$ cat config.mk
export PLATFORM = sky130hd
export DESIGN_NAME = rwdt_ram
export DESIGN_NICKNAME = d
export VERILOG_FILES = /design/src/hdl/rwdt_ram.sv
export SDC_FILE = /design/constraint.sdc
export NUM_CORES = 1
export LEC_CHECK = 0
export BUFFER_PORTS_ARGS = -buffer_cell sky130_fd_sc_hd__clkbuf_2
export CELL_PAD_IN_SITES_DETAIL_PLACEMENT = 0
export CELL_PAD_IN_SITES_GLOBAL_PLACEMENT = 2
export CORE_AREA = 2 2 142 144
export DETAILED_ROUTE_END_ITERATION = 8
export DIE_AREA = 0 0 144 146
export PLACE_DENSITY = 0.49
export SYNTH_ARGS = -nofsm -noshare
export SYNTH_HDL_FRONTEND = slang
export SYNTH_SLANG_ARGS = --single-unit
$ cat constraint.sdc
create_clock -name clock -period 4.35 [get_ports clock]
set_clock_uncertainty 0.05 [all_clocks]
set_input_delay 0.87 -clock clock [delete_from_list [all_inputs] [get_ports clock]]
set_output_delay 0.87 -clock clock [all_outputs]
set_load 0.02 [all_outputs]
$ cat src/hdl/rwdt_ram.sv
// Generic single-write, single-read synchronous RAM with registered read data.
`timescale 1ns / 1ps
`default_nettype none

module rwdt_ram #(
   parameter int unsigned WIDTH = 8,
   parameter int unsigned DEPTH = 16
) (
   input  wire logic                     clock,
   input  wire logic                     wr_en,
   input  wire logic [$clog2(DEPTH)-1:0] wr_addr,
   input  wire logic [WIDTH-1:0]         wr_data,
   input  wire logic [$clog2(DEPTH)-1:0] rd_addr,
   output      logic [WIDTH-1:0]         rd_data
);

   logic [WIDTH-1:0] mem [DEPTH];

   // Write port and registered read port
   always_ff @(posedge clock) begin
      if (wr_en) begin
         mem[wr_addr] <= wr_data;
      end
      rd_data <= mem[rd_addr];
   end

endmodule

`default_nettype wire

==> run summary <==
I/O pins - 26
Row Count - 51
CTS buffer count - 17
Max Root-Sink Buffers - 2
Worst hold path class - reg2reg
Critical path fanouts, max - 19
Pwr/cell area - 489 nW/um2
Placed Cells - 514
Area occupied by registers - 4000 um2
Vias/cell - 4.29
Setup-failing EPs final - 0
WP data required - 4590 ps
Reg-to-Reg Start - mem[11][7]$_DFFE_PP_
Synthesized flop and latch total - 136
Crit Reg-Reg Endpoint - rd_data[7]$_DFF_P_
Multi-input logic area - 1060 um2
Post-DP HPWL - 6.97 mm
Die X - 144 um
Reg clk slew, reported paths - 50 ps
Gate Count Post-Synth - 229
Synth top cells by count - 128 x edfxtp_1, 18 x mux4_2, 16 x a22oi_1, 14 x mux4_1, 13 x nor2_1
Worst Hold Endpoint - rd_data[1]$_DFF_P_
Final Core Density - 31.7%
Synth warn - 0
Measured slew at the worst slew-check pin - 1060 ps
Nets - 286
Initial antenna violation count - 0
Critical path type - in2reg
Post-Layout Cell Count - 546
Share of cells above drive strength 1 - 26.7%
Share of flip-flops with an asynchronous set or reset - 0%
Synth top area share - 74.7%
Leading area contributor after synthesis - edfxtp_1
Mapped Nets - 247
Area growth from synthesis to layout - 19.0%
DR iter-0 viols - 157
Post-CTS Repair Setup Buffers - 0
Largest net degree at the start of global routing - 33
Gr usage total - 11.5%
Most numerous cell in the Yosys netlist - edfxtp_1
RSZ-0062 raised after global routing - no
CTS tree - yes
Antenna viol nets, final - 0
Avg Inst Size Synth - 22.5 um2
Dominant cells by area after synthesis - edfxtp_1 75%, mux4_2 7.9%, mux4_1 7.1%
Sequential area share after synthesis - 77.8%
CTS Sinks - 136
F_max - 401 MHz
Ys flop type - edfxtp_1
Arr. time, crit path - 2740 ps
Final min period - 2500 ps
Input/output buffers - 25
Slew headroom - 29.1%
Die height - 146 um
Number of synthesized flops with an enable pin - 128
Placed Area - 5560 um2
Drt wl/cell - 20.5 um
Die ar. - 21,000 um2
Peak supply drop - 0.235 mV
Vias - 2,341
DRC Markers - 0
Final GP Congestion - 0.678
CTS Hold Bufs - 0
Status - complete, no violations
Post-cts resize count - 0
Synth cell types - 19
Filler Cell Count - 1,871
Root Buffer - clkbuf_16
Fin Setup TNS - 0 ps
Hold Crit Depth - 3
Final Hold Vio Count - 0
Final WL - 11.2 mm
HP Start - mem[12][1]$_DFFE_PP_
CP Capture Type - flip-flop
Clk_lat worst skew - 410 ps
Initial Utilization - 26.6%
First-pass GRT wire length - 16.7 mm
GR Overflow Total - 0
Crit start category - primary input
Setup slack on the worst flop-to-flop path - 2880 ps
Slew Limit Fails - 0
Reg2Reg Depth - 3
P_leak - 2.01 nW
Core Area - 19,300 um2
Fin area - 6130 um2
Diodes inserted - 0
Vias in the first global route - 2,558
Maxcap violations - 0
Tcrit/Tclk final - 57.4%
Pre-Repair DR Iteration Count - 4
Cell area after synthesis - 5150 um2
CTS H-tree lvls - 4
==> sequential cells by signal, indices dropped and copies added, names as in the netlist <==
signal and count:
mem 128, rd_data 8
==> metal layers <==
metal	GRT usage, %	part of all wire, %
met1	15.1	45
met2	18.0	48
met3	2.90	3.9
met4	5.25	2.2
met5	0	0
==> final cells by class <==
cell class | instances | share of cell area (%)
sequential | 136 | 65.3
multi-input combinational | 83 | 17.3
clock buffer | 18 | 7.00
tap | 265 | 5.41
timing repair buffer | 30 | 2.65
clock inverter | 14 | 2.25
==> cells in the final DEF (no fill, tap or decap), drive strengths merged, types with 2 or more instances in the layout <==
master  Yosys  routed
mux4       32      32
a22oi      16      16
bufinv      0       3
nor2       13      13
buf         7       5
dfxtp       8       8
clkinv      0      11
clkbuf      0      43
nand3b      2       2
nor3        4       4
edfxtp    128     128
nand2       9       9
nand2b      2       2
==> report_power, final <==
part	switching (mW)	internal (mW)	leakage (nW)	total (mW)
clock network	0.495	0.882	0.282	1.38
logic	0.0894	0.0538	0.501	0.143
registers	0.00910	1.47	1.22	1.48
==> cell families after synthesis <==
group | Yosys count | share of synthesized area (%)
AO/OA/AOI/OAI | 16 | 2.33
AND/OR/NAND/NOR | 35 | 3.18
multiplexers | 32 | 15.0
buffers and inverters | 10 | 1.68
flip-flops | 136 | 77.8
==> worst max-delay path: stages <==
cell and delay (ps):
clkbuf_2 560, buf_4 340, mux4_1 560, a22oi_1 300
nand2_1 90
==> per-stage QoR <==
stage	power, mW	setup WS, ps	hold WS [ps]
2_1_floorplan	1.58	1940	579
3_3_place_gp	1.65	1340	600
3_5_place_dp	1.65	1340	609
4_1_cts	3.03	1780	621
5_1_grt	3.10	1710	679
6_report	2.99	1850	613
==> worst max-delay path by stage <==
stage	from	slack [ps]	endpoint
after global routing	rd_addr[0]	1710	rd_data[3]$_DFF_P_
after global placement	rd_addr[0]	1340	rd_data[2]$_DFF_P_
after CTS	rd_addr[0]	1780	rd_data[2]$_DFF_P_
after floorplan	wr_addr[2]	1940	mem[0][0]$_DFFE_PP_
final	rd_addr[0]	1850	rd_data[3]$_DFF_P_
after detailed placement	rd_addr[0]	1340	rd_data[2]$_DFF_P_
Power figures use the tool's default switching activity.
