`src/hdl/rwdt_pkg.sv`:
```
// Shared types, constants and the id hash for the replay window device table.
`timescale 1ns / 1ps
`default_nettype none

package rwdt_pkg;

   // Table geometry (depth is a power of two, so the slot index wraps naturally)
   localparam int unsigned TABLE_DEPTH = 256;
   localparam int unsigned PROBE_LIMIT = 16;
   localparam int unsigned INDEX_W     = $clog2(TABLE_DEPTH);
   localparam int unsigned PROBE_W     = $clog2(PROBE_LIMIT + 1);

   // Field widths
   localparam int unsigned DEVICE_W = 64;
   localparam int unsigned SEQ_W    = 16;
   localparam int unsigned TIME_W   = 32;

   localparam int unsigned HASH_MULT = 131;
   localparam logic [TIME_W-1:0] STALE_RESET = TIME_W'(60000);

   typedef enum logic [1:0] {
      OUT_NEW    = 2'd0,
      OUT_KNOWN  = 2'd1,
      OUT_REPLAY = 2'd2,
      OUT_FULL   = 2'd3
   } outcome_type;

   typedef struct packed {
      logic        is_replay;
      outcome_type outcome;
   } result_type;

   // One table slot as stored in memory
   typedef struct packed {
      logic                valid;
      logic [DEVICE_W-1:0] device;
      logic [SEQ_W-1:0]    last_seq;
      logic [TIME_W-1:0]   last_time;
   } entry_type;

   localparam int unsigned ENTRY_W = $bits(entry_type);

   typedef enum logic [2:0] {
      ST_CLEAR,
      ST_IDLE,
      ST_PROBE,
      ST_CHECK,
      ST_RESULT
   } state_type;

   // h = h*131 + byte over the eight bytes, byte 7 first. Only the low index
   // bits of the hash are kept, and those depend on nothing above them.
   function automatic logic [INDEX_W-1:0] id_hash(input logic [DEVICE_W-1:0] id);
      logic [INDEX_W-1:0] h;
      h = '0;
      for (int b = 7; b >= 0; b--) begin
         h = INDEX_W'(h * INDEX_W'(HASH_MULT)) + INDEX_W'(id[8*b +: 8]);
      end
      return h;
   endfunction

endpackage

`default_nettype wire

```
`src/hdl/rwdt_ctrl.sv`:
```
// Probe sequencer: hashes the id, walks the table memory and writes back.
`timescale 1ns / 1ps
`default_nettype none

module rwdt_ctrl
   import rwdt_pkg::*;
(
   input  wire logic                clock,
   input  wire logic                reset,
   // request beat
   input  wire logic                req_valid,
   output      logic                req_stall,
   input  wire logic [DEVICE_W-1:0] req_device_id,
   input  wire logic [SEQ_W-1:0]    req_sequence_req,
   input  wire logic [TIME_W-1:0]   req_now_ms,
   // configuration
   input  wire logic [TIME_W-1:0]   stale_window,
   // finished result toward the output register
   output      logic                res_valid,
   input  wire logic                res_take,
   output      result_type          res,
   // table memory
   output      logic                mem_wr_en,
   output      logic [INDEX_W-1:0]  mem_wr_addr,
   output      logic [ENTRY_W-1:0]  mem_wr_data,
   output      logic [INDEX_W-1:0]  mem_rd_addr,
   input  wire logic [ENTRY_W-1:0]  mem_rd_data
);

   localparam logic [PROBE_W-1:0] PROBE_LAST = PROBE_W'(PROBE_LIMIT - 1);
   localparam logic [INDEX_W-1:0] INDEX_LAST = INDEX_W'(TABLE_DEPTH - 1);
   localparam logic [SEQ_W-1:0]   SEQ_HALF   = SEQ_W'(32768);

   state_type           state_ff, state_in;
   logic [INDEX_W-1:0]  addr_ff, addr_in;
   logic [PROBE_W-1:0]  probe_ff, probe_in;
   logic [DEVICE_W-1:0] dev_ff, dev_in;
   logic [SEQ_W-1:0]    seq_ff, seq_in;
   logic [TIME_W-1:0]   now_ff, now_in;
   result_type          res_ff, res_in;

   entry_type           entry;
   logic [SEQ_W-1:0]    delta;
   logic [TIME_W-1:0]   age;
   logic                fresh;
   logic                hit;

   // Slot compare against the entry just read
   assign entry = entry_type'(mem_rd_data);
   assign delta = seq_ff - entry.last_seq;
   assign age   = now_ff - entry.last_time;
   assign fresh = ((delta != '0) && (delta < SEQ_HALF)) || (age > stale_window);
   assign hit   = (entry.device == dev_ff);

   assign res = res_ff;

   // State and payload registers
   always_ff @(posedge clock) begin
      if (reset) begin
         state_ff <= ST_CLEAR;
         addr_ff  <= '0;
         probe_ff <= '0;
      end else begin
         state_ff <= state_in;
         addr_ff  <= addr_in;
         probe_ff <= probe_in;
      end
      dev_ff <= dev_in;
      seq_ff <= seq_in;
      now_ff <= now_in;
      res_ff <= res_in;
   end

   // Next state, memory control and outputs
   always_comb begin
      state_in    = state_ff;
      addr_in     = addr_ff;
      probe_in    = probe_ff;
      dev_in      = dev_ff;
      seq_in      = seq_ff;
      now_in      = now_ff;
      res_in      = res_ff;
      req_stall   = 1'b1;
      res_valid   = 1'b0;
      mem_wr_en   = 1'b0;
      mem_wr_addr = addr_ff;
      mem_wr_data = '0;
      // next probe is read ahead while the current one is checked
      mem_rd_addr = (state_ff == ST_PROBE) ? addr_ff : addr_ff + INDEX_W'(1);

      unique case (state_ff)
         ST_CLEAR: begin
            // clearing pass after reset: writes each slot in turn, then goes idle
            mem_wr_en = 1'b1;
            addr_in   = addr_ff + INDEX_W'(1);
            if (addr_ff == INDEX_LAST) begin
               state_in = ST_IDLE;
            end
         end
         ST_IDLE: begin
            req_stall = 1'b0;
            if (req_valid) begin
               dev_in   = req_device_id;
               seq_in   = req_sequence_req;
               now_in   = req_now_ms;
               addr_in  = id_hash(req_device_id);
               probe_in = '0;
               state_in = ST_PROBE;
            end
         end
         ST_PROBE: begin
            state_in = ST_CHECK;
         end
         ST_CHECK: begin
            mem_wr_data = {1'b1, dev_ff, seq_ff, now_ff};
            if (!entry.valid) begin
               mem_wr_en = 1'b1;
               res_in    = '{is_replay: 1'b0, outcome: OUT_NEW};
               state_in  = ST_RESULT;
            end else if (hit) begin
               if (fresh) begin
                  mem_wr_en = 1'b1;
                  res_in    = '{is_replay: 1'b0, outcome: OUT_KNOWN};
               end else begin
                  res_in    = '{is_replay: 1'b1, outcome: OUT_REPLAY};
               end
               state_in = ST_RESULT;
            end else if (probe_ff == PROBE_LAST) begin
               res_in   = '{is_replay: 1'b0, outcome: OUT_FULL};
               state_in = ST_RESULT;
            end else begin
               addr_in  = addr_ff + INDEX_W'(1);
               probe_in = probe_ff + PROBE_W'(1);
            end
         end
         ST_RESULT: begin
            res_valid = 1'b1;
            if (res_take) begin
               state_in = ST_IDLE;
            end
         end
         default: begin
            state_in = ST_IDLE;
         end
      endcase
   end

endmodule

`default_nettype wire

```
`config.mk`:
```
export PLATFORM = sky130hd
export DESIGN_NAME = rwdt_ctrl
export DESIGN_NICKNAME = d
export VERILOG_FILES = /design/src/hdl/rwdt_pkg.sv /design/src/hdl/rwdt_ctrl.sv
export SDC_FILE = /design/constraint.sdc
export NUM_CORES = 1
export LEC_CHECK = 0
export BUFFER_PORTS_ARGS = -buffer_cell sky130_fd_sc_hd__buf_2
export CAP_MARGIN = 0
export CORE_AREA = 2 2 156 158
export CTS_BUF_LIST = sky130_fd_sc_hd__clkbuf_8
export DETAILED_ROUTE_END_ITERATION = 16
export DIE_AREA = 0 0 158 160
export GPL_ROUTABILITY_DRIVEN = 0
export PLACE_DENSITY = 0.88
export REMOVE_ABC_BUFFERS = 1
export SYNTH_ARGS = -nofsm -noshare
export SYNTH_HDL_FRONTEND = slang
export SYNTH_SLANG_ARGS = --single-unit
```
`constraint.sdc`:
```
create_clock -name clock -period 26.2 [get_ports clock]
set_clock_uncertainty 0.2 [all_clocks]
set_input_delay 1.31 -clock clock [delete_from_list [all_inputs] [get_ports clock]]
set_output_delay 1.31 -clock clock [all_outputs]
set_load 0.05 [all_outputs]
```
==> metrics, run 1 <==
status=complete, no violations; Clock transition at path regs=0.09 ns; pins over their slew limit=0; nets@finish=2156; fillers=1926; hold-fix buffers at CTS=0; GR Overflow Total=0; Total Routed Length=39.6 mm; number of global-route vias before repair=11700; fin area=15300 sq um; Max Root-Sink Buffers=2; Synth cell types=68; total CTS buffers=17; # resized after CTS=0; final hold viol count=0; Max Cap Viol=0; Tcrit/Tclk final=58.9%; TritonCTS clock tree=built; Slew @ Worst Pin=1.12 ns; unrepaired setup endpoints after global routing=no; Worst path slowest cell=fa_1; most used routing layer=met2; global-route wire length before repair=60.0 mm; core area=23800 sq um; HP Class=register to register; # Post-CTS Setup Buffers=0; Ys Warns=0; global-route met3 utilization=5.59%; ys async rst share=0%; Overall Global Routing Usage=30.9%; fmax=64.8 MHz; DRT iter0 DRCs=888; main flop type after synthesis=edfxtp_1; setup violators final=0; Vias/cell=5.75; Post-synth EDFFs=115; Seq/Total Area, Yosys=29.8%; CTS H-tree depth=4; Synth Register Bits=131; CTS Root Cell=clkbuf_8; Rel. slew slack=25.4%; Residual DRC=0; Critical Path Most Common Cell=ha_1; pin count of the biggest net entering global routing=120; initial antenna violation count=4; Mapped Area=12600 sq um; HPWL after DPL=31.9 mm; die area=25300 sq um; DR vias=11500; clk sinks=131; Clock Latency Late Sink=0.46 ns; Avg WL per Cell=19.9 um; First-pass DRT Iterations=5; num rows=57; met1 Resource Use GR=35.9%; FF-to-FF setup slack=20.39 ns; starting density of the core=53.1%; Ports=396; Worst Path Arrival=15.58 ns; Cell Area, Placed=14900 sq um; DRT antenna net count=0; crit path capture type=register; CP startpoint kind=input port; crit-path max cell delay=0.61 ns; Port Buf Inserts=395; Area Overhead vs Synth=21.3%; min Tclk post-route=15.43 ns; GR Util met2=54.4%; die height=160 um; Critical Path RT=26.35 ns; syn_area_per_cell=9.97 sq um; crit path max fanout=2; die extent in x=158 um; Mapped Cells=1268; layout cells sized above 1=26.7%; critical path class=input port to register; setup TNS=0 ns
[logic make-up after synthesis]
kind of cell	share of synthesized area [%]
buffers and inverters	5.79
adders and majority gates	27.2
AOI/OAI and AO/OA	10.9
and+or+nand+nor	14.1
xor gates and xnor gates	11.7
DFF	29.8
muxes	0.574
[cells in the final DEF (no fill, tap or decap), types with 6 or more instances in the layout]
| master | n |
|---|---|
| nand3_1 | 18 |
| inv_1 | 161 |
| o21ai_0 | 35 |
| buf_2 | 395 |
| a21o_1 | 33 |
| or3_1 | 6 |
| inv_6 | 6 |
| o21bai_1 | 7 |
| o21a_1 | 11 |
| nor2_1 | 48 |
| nor3_1 | 16 |
| xnor2_1 | 137 |
| nand2_1 | 31 |
| edfxtp_1 | 115 |
| nand2b_1 | 9 |
| dfxtp_1 | 15 |
| clkbuf_8 | 18 |
| nand4_1 | 29 |
| nor2b_1 | 10 |
| o211ai_1 | 6 |
| a31oi_1 | 7 |
| fa_1 | 51 |
| nor4_1 | 6 |
| a21oi_1 | 64 |
| xor2_1 | 29 |
| a211oi_1 | 8 |
| ha_1 | 193 |
| and3_1 | 117 |
[registers in the layout, summed over array words and instances, names as in the netlist]
register,flops
seq_ff,16
res,3
state_ff,3
now_ff,32
mem_wr_addr,8
probe_ff,5
dev_ff,64
[path summary, 6_finish.rpt]
path,from,to,cells after the start
setup / recovery,req_device_id[59],mem_wr_addr[7],48
hold / removal,probe_ff[4],probe_ff[4],2
setup reg to reg,now_ff[0],res[0],23
hold reg to reg,probe_ff[4],probe_ff[4],2
[cell usage after synthesis (all sizes together) (3+ instances only)]
library cell / n / area, sq um
a21o: 33 / 248
nand2: 31 / 116
o21a: 11 / 82.6
a211oi: 9 / 72.6
o211ai: 6 / 45.0
a311oi: 3 / 26.3
or2: 4 / 25.0
or3: 6 / 37.5
nand3: 18 / 90.1
o31ai: 4 / 30.0
nor3: 16 / 80.1
inv: 160 / 601
and2: 3 / 18.8
edfxtp: 115 / 3450
o31a: 3 / 26.3
fa: 51 / 1020
clkbuf: 31 / 116
a2111oi: 3 / 45.1
xnor2: 137 / 1200
o21bai: 7 / 52.6
o22ai: 5 / 31.3
nor2: 48 / 180
a21oi: 64 / 320
xor2: 29 / 254
ha: 193 / 2410
a211o: 3 / 26.3
a22oi: 5 / 37.5
nand2b: 10 / 65.1
o21ai: 36 / 180
nor4: 6 / 37.5
nor2b: 11 / 68.8
mux2i: 5 / 50.1
and3: 118 / 738
nand4: 29 / 181
a31oi: 7 / 43.8
dfxtp: 16 / 320
[worst max-delay path, delay by kind of cell]
| family | cells | cell delay, ns |
|---|---|---|
| compound gates | 3 | 0.65 |
| fa+ha+maj | 29 | 11.87 |
| simple gates | 1 | 0.06 |
| buf+inv | 11 | 0.85 |
| xor+xnor | 4 | 0.82 |
[through the flow]
stage               util [%]  hold slack (ns)  std cells  setup slack (ns)
floorplan                  -            0.226       1235             11.33
global placement        62.7            0.239       1956             10.83
detailed placement      62.7            0.277       1956             10.34
CTS                     64.3            0.287       1988             10.81
global route            64.4            0.305       1992             10.22
finish                  64.4            0.284       1993             10.77
[metal layers]
metal	share of wire [%]	wire length, um
met5	0	0
met4	4.9	1950
met3	7.1	2820
met2	50	19800
met1	38	15000
[cell type report]
class / count / area (sq um) / area share (%)
diodes: 5 / 12.5 / 0.0816
clock buffers: 18 / 248 / 1.62
clock inverters: 14 / 150 / 0.979
inverters: 161 / 604 / 3.94
multi-input cells: 943 / 8150 / 53.1
flip-flops and latches: 131 / 3780 / 24.6
well taps: 324 / 405 / 2.64
repair buffers: 397 / 1990 / 13.0
Power of run 1 is left out: the tool's default activity adds up to more than one toggle a clock period on the data nets, which glitch-free logic cannot reach.
==> run 2, diff against run 1 <==
Settings changed: CORE_AREA 2 2 156 158 to unset, CORE_UTILIZATION set to 54, DIE_AREA 0 0 158 160 to unset, PLACE_DENSITY 0.88 to 0.89.
Clock period 26.2 ns to 15.3 ns, I/O delays scaled along.
==> metrics, run 2 (synthesized netlist as in run 1, its figures left out) <==
status=complete, no violations; Port Buf Inserts=395; HPWL after DPL=31.7 mm; setup violators final=0; Reg2Reg Depth=23; pins over their slew limit=0; Area Overhead vs Synth=21.6%; final hold viol count=0; fmax=67.4 MHz; footprint of the multi-input gates=8170 sq um; clk sinks=131; layout cells sized above 1=27.0%; Avg WL per Cell=19.9 um; Critical Path RT=15.45 ns; Max Cap Viol=0; GR Overflow Total=0; Worst Min Path Start=probe_ff[4]; CP Launch Point=req_device_id[59]; HP Class=register to register; FF-to-FF setup slack=9.56 ns; Overall Global Routing Usage=32.6%; crit path max fanout=3; DRT iter0 DRCs=917; max FFs per register=64; die area=24000 sq um; number of global-route vias before repair=11400; FF/Latch Area=3780 sq um; hold path depth=2; Slew @ Worst Pin=1.07 ns; Cell Count, Final, Fillers Out=1983; First-pass DRT Iterations=7; crit-path max cell delay=0.60 ns; Worst Path Arrival=14.99 ns; biggest regs=dev_ff (64), now_ff (32), seq_ff (16); global-route wire length before repair=59.4 mm; setup TNS=0 ns; num rows=55; nets@finish=2157; commonest non-fill, non-tap cells in the layout=395 x buf_2, 193 x ha_1, 161 x inv_1; die extent in x=155 um; Rel. slew slack=28.4%; most common cell after layout, fill and taps aside=buf_2; Clock transition at path regs=0.08 ns; total CTS buffers=17; Clock Latency Late Sink=0.45 ns; TritonCTS clock tree=built; DRT antenna net count=0; die height=155 um; most flop-heavy register=dev_ff; crit path capture type=register; fillers=1734; core area=22800 sq um; worst reg2reg path startpoint=now_ff[0]; pin count of the biggest net entering global routing=120; starting density of the core=55.5%; CTS H-tree depth=4; Ports=396; Worst path slowest cell=fa_1; CP startpoint kind=input port; Critical Path Most Common Cell=ha_1; critical path class=input port to register; Total Routed Length=39.6 mm; CTS Root Cell=clkbuf_8; Vias/cell=5.74; Tcrit/Tclk final=97.0%; initial antenna violation count=5; DP Cell Count=1945; Max Root-Sink Buffers=2; Residual DRC=0; min Tclk post-route=14.85 ns; DR vias=11400
## run 2: changes by cell type in the layout (fill, tap and decap cells not counted)
cell,delta
clkinvlp_4,+1
clkbuf_8,-1
inv_6,-3
xnor2_1,-2
bufinv_16,+1
clkinv_4,+3
xnor2_2,+2
buf_4,+1
xor2_2,+1
xor2_1,-1
clkinv_2,-1
## run 2: worst max-delay path: cells and delay by family
| family | cells | cell delay (ns) |
|---|---|---|
| AOI/OAI and AO/OA | 3 | 0.65 |
| xor gates and xnor gates | 5 | 1.14 |
| adders and majority gates | 29 | 11.47 |
| buffers and inverters | 12 | 0.91 |
| and+or+nand+nor | 1 | 0.06 |
## run 2: final timing paths
path | end
min reg2reg | probe_ff[4]
min | probe_ff[4]
max | mem_wr_addr[7]
max reg2reg | res[0]
## run 2: area by class of cell
class	count	share of cell area (%)
inverters	161	3.93
diodes	5	0.0814
multi-input cells	943	53.2
repair buffers	398	13.0
clock inverters	15	1.19
clock buffers	17	1.52
well taps	313	2.55
flip-flops and latches	131	24.6
## run 2: metal layers
metal / track usage (%) / wire length [um] / up-vias
met5: 0 / 8 / -
met4: 17.5 / 2030 / 2
met3: 6.24 / 3180 / 126
met2: 57.3 / 19600 / 624
met1: 37.4 / 14700 / 5340
li1: - / - / 5283
## run 2: through the flow
step | worst slack [ns] | hold slack [ns] | cell area, sq um | utilization, %
5_1_grt | -0.00350 | 0.241 | 15400 | 67.5
3_3_place_gp | 0.468 | 0.238 | 14900 | 65.5
4_1_cts | 0.362 | 0.254 | 15300 | 67.3
3_5_place_dp | -0.00204 | 0.251 | 14900 | 65.5
6_report | 0.454 | 0.272 | 15400 | 67.5
2_1_floorplan | 0.970 | 0.226 | 12500 | -
## run 2: timing repair
| action | 4_1_cts | 5_1_grt |
|---|---|---|
| setup buffers | 0 | 1 |
| hold buffers | 0 | 0 |
| setup endpoints to repair | 0 | 1 |
| resized for setup | 0 | 3 |
Power of run 2 is left out for the same reason.
==> run 3, diff against run 2 <==
Clock period 15.3 ns to 14.5 ns, I/O delays scaled along.
==> metrics, run 3 (synthesized netlist as in run 1, its figures left out) <==
Total Routed Length=40.3 mm; Slew @ Worst Pin=1.11 ns; crit-path max cell delay=0.61 ns; Rel. slew slack=26.3%; CP startpoint kind=input port; TritonCTS clock tree=built; number of global-route vias before repair=11200; starting density of the core=55.5%; HP Class=input port to register; pins over their slew limit=0; Area Overhead vs Synth=23.9%; status=complete, no violations; most flop-heavy register=dev_ff; final setup margin=0.225 ns; Overall Global Routing Usage=31.9%; setup violators final=0; final hold slack=0.223 ns; num rows=55; die height=155 um; setup TNS=0 ns; min Tclk post-route=14.27 ns; Critical Path RT=14.65 ns; hold-fix buffers at CTS=0; die area=24000 sq um; First-pass DRT Iterations=5; Tcrit/Tclk final=98.4%; DRT antenna net count=0; nets@finish=2176; crit path max fanout=3; DR vias=11600; FF-to-FF setup slack=8.67 ns; DRT iter0 DRCs=897; Critical Path Most Common Cell=ha_1; CTS Root Cell=clkbuf_8; most common cell after layout, fill and taps aside=buf_2; dpl ws=-0.446 ns; CTS H-tree depth=4; Max Cap Viol=0; final hold viol count=0; commonest non-fill, non-tap cells in the layout=395 x buf_2, 182 x ha_1, 160 x inv_1; fmax=70.1 MHz; Clock transition at path regs=0.10 ns; Worst Path Arrival=14.43 ns; max FFs per register=64; clk sinks=131; fillers=1669; Vias/cell=5.79; HPWL after DPL=31.5 mm; Avg WL per Cell=20.1 um; Max Root-Sink Buffers=2; layout cells sized above 1=28.9%; pin count of the biggest net entering global routing=120; Clock Latency Late Sink=0.47 ns; Worst path slowest cell=fa_1; GR Overflow Total=0; critical path class=input port to register; crit path capture type=register; global-route wire length before repair=58.0 mm; Port Buf Inserts=395; biggest regs=dev_ff (64), now_ff (32), seq_ff (16); Ports=396; initial antenna violation count=10; total CTS buffers=17; die extent in x=155 um; core area=22800 sq um; Residual DRC=0
## run 3: cell count changes in the layout (fill, tap and decap cells not counted), sizes merged
cell / change
buf: +19
inv: +4
clkinvlp: -2
diode: +2
bufinv: -1
clkinv: -1
## run 3: path summary, 6_finish.rpt
| kind | from | endpoint | cells after the start |
|---|---|---|---|
| setup / recovery | req_device_id[59] | mem_wr_addr[7] | 51 |
| hold reg to reg | probe_ff[4] | probe_ff[4] | 2 |
| setup reg to reg | now_ff[0] | res[0] | 23 |
| hold / removal | req_sequence_req[4] | seq_ff[4] | 1 |
## run 3: area by class of cell
| class | instances | area (sq um) | area share [%] |
|---|---|---|---|
| clock inverter | 15 | 168 | 1.07 |
| tap | 313 | 392 | 2.50 |
| inverter | 161 | 604 | 3.86 |
| antenna | 7 | 17.5 | 0.112 |
| timing repair buffer | 417 | 2140 | 13.7 |
| multi-input combinational | 943 | 8330 | 53.2 |
| clock buffer | 17 | 234 | 1.49 |
| sequential | 131 | 3780 | 24.1 |
## run 3: repair_timing
| action | in CTS | in global routing |
|---|---|---|
| pin swaps | 1 | 15 |
| resized for setup | 0 | 21 |
| setup buffers | 0 | 2 |
| endpoints found under the setup margin | 1 | 1 |
| hold endpoints to repair | 0 | 0 |
| cloned | 0 | 0 |
## run 3: layer usage
| layer | vias up | GRT usage, % | routed length [um] |
|---|---|---|---|
| met1 | 5476 | 36.2 | 14800 |
| met2 | 642 | 56.5 | 20000 |
| met5 | - | 0 | 17 |
| met4 | 4 | 16.8 | 2150 |
| met3 | 152 | 6.71 | 3370 |
| li1 | 5320 | - | - |
## run 3: per-stage QoR
stage	utilization (%)	instances	area, sq um
floorplan	-	1235	12500
global placement	66.1	1963	15100
detailed placement	66.1	1963	15100
CTS	67.8	1995	15500
global route	68.8	2003	15700
finish	68.8	2004	15700
## run 3: critical path: cells and delay by family
family | cells | cell delay, ns
adders and majority gates | 29 | 10.94
AOI/OAI and AO/OA | 2 | 0.42
xor gates and xnor gates | 6 | 1.26
and+or+nand+nor | 1 | 0.05
buffers and inverters | 13 | 0.99
Power of run 3 is left out for the same reason.
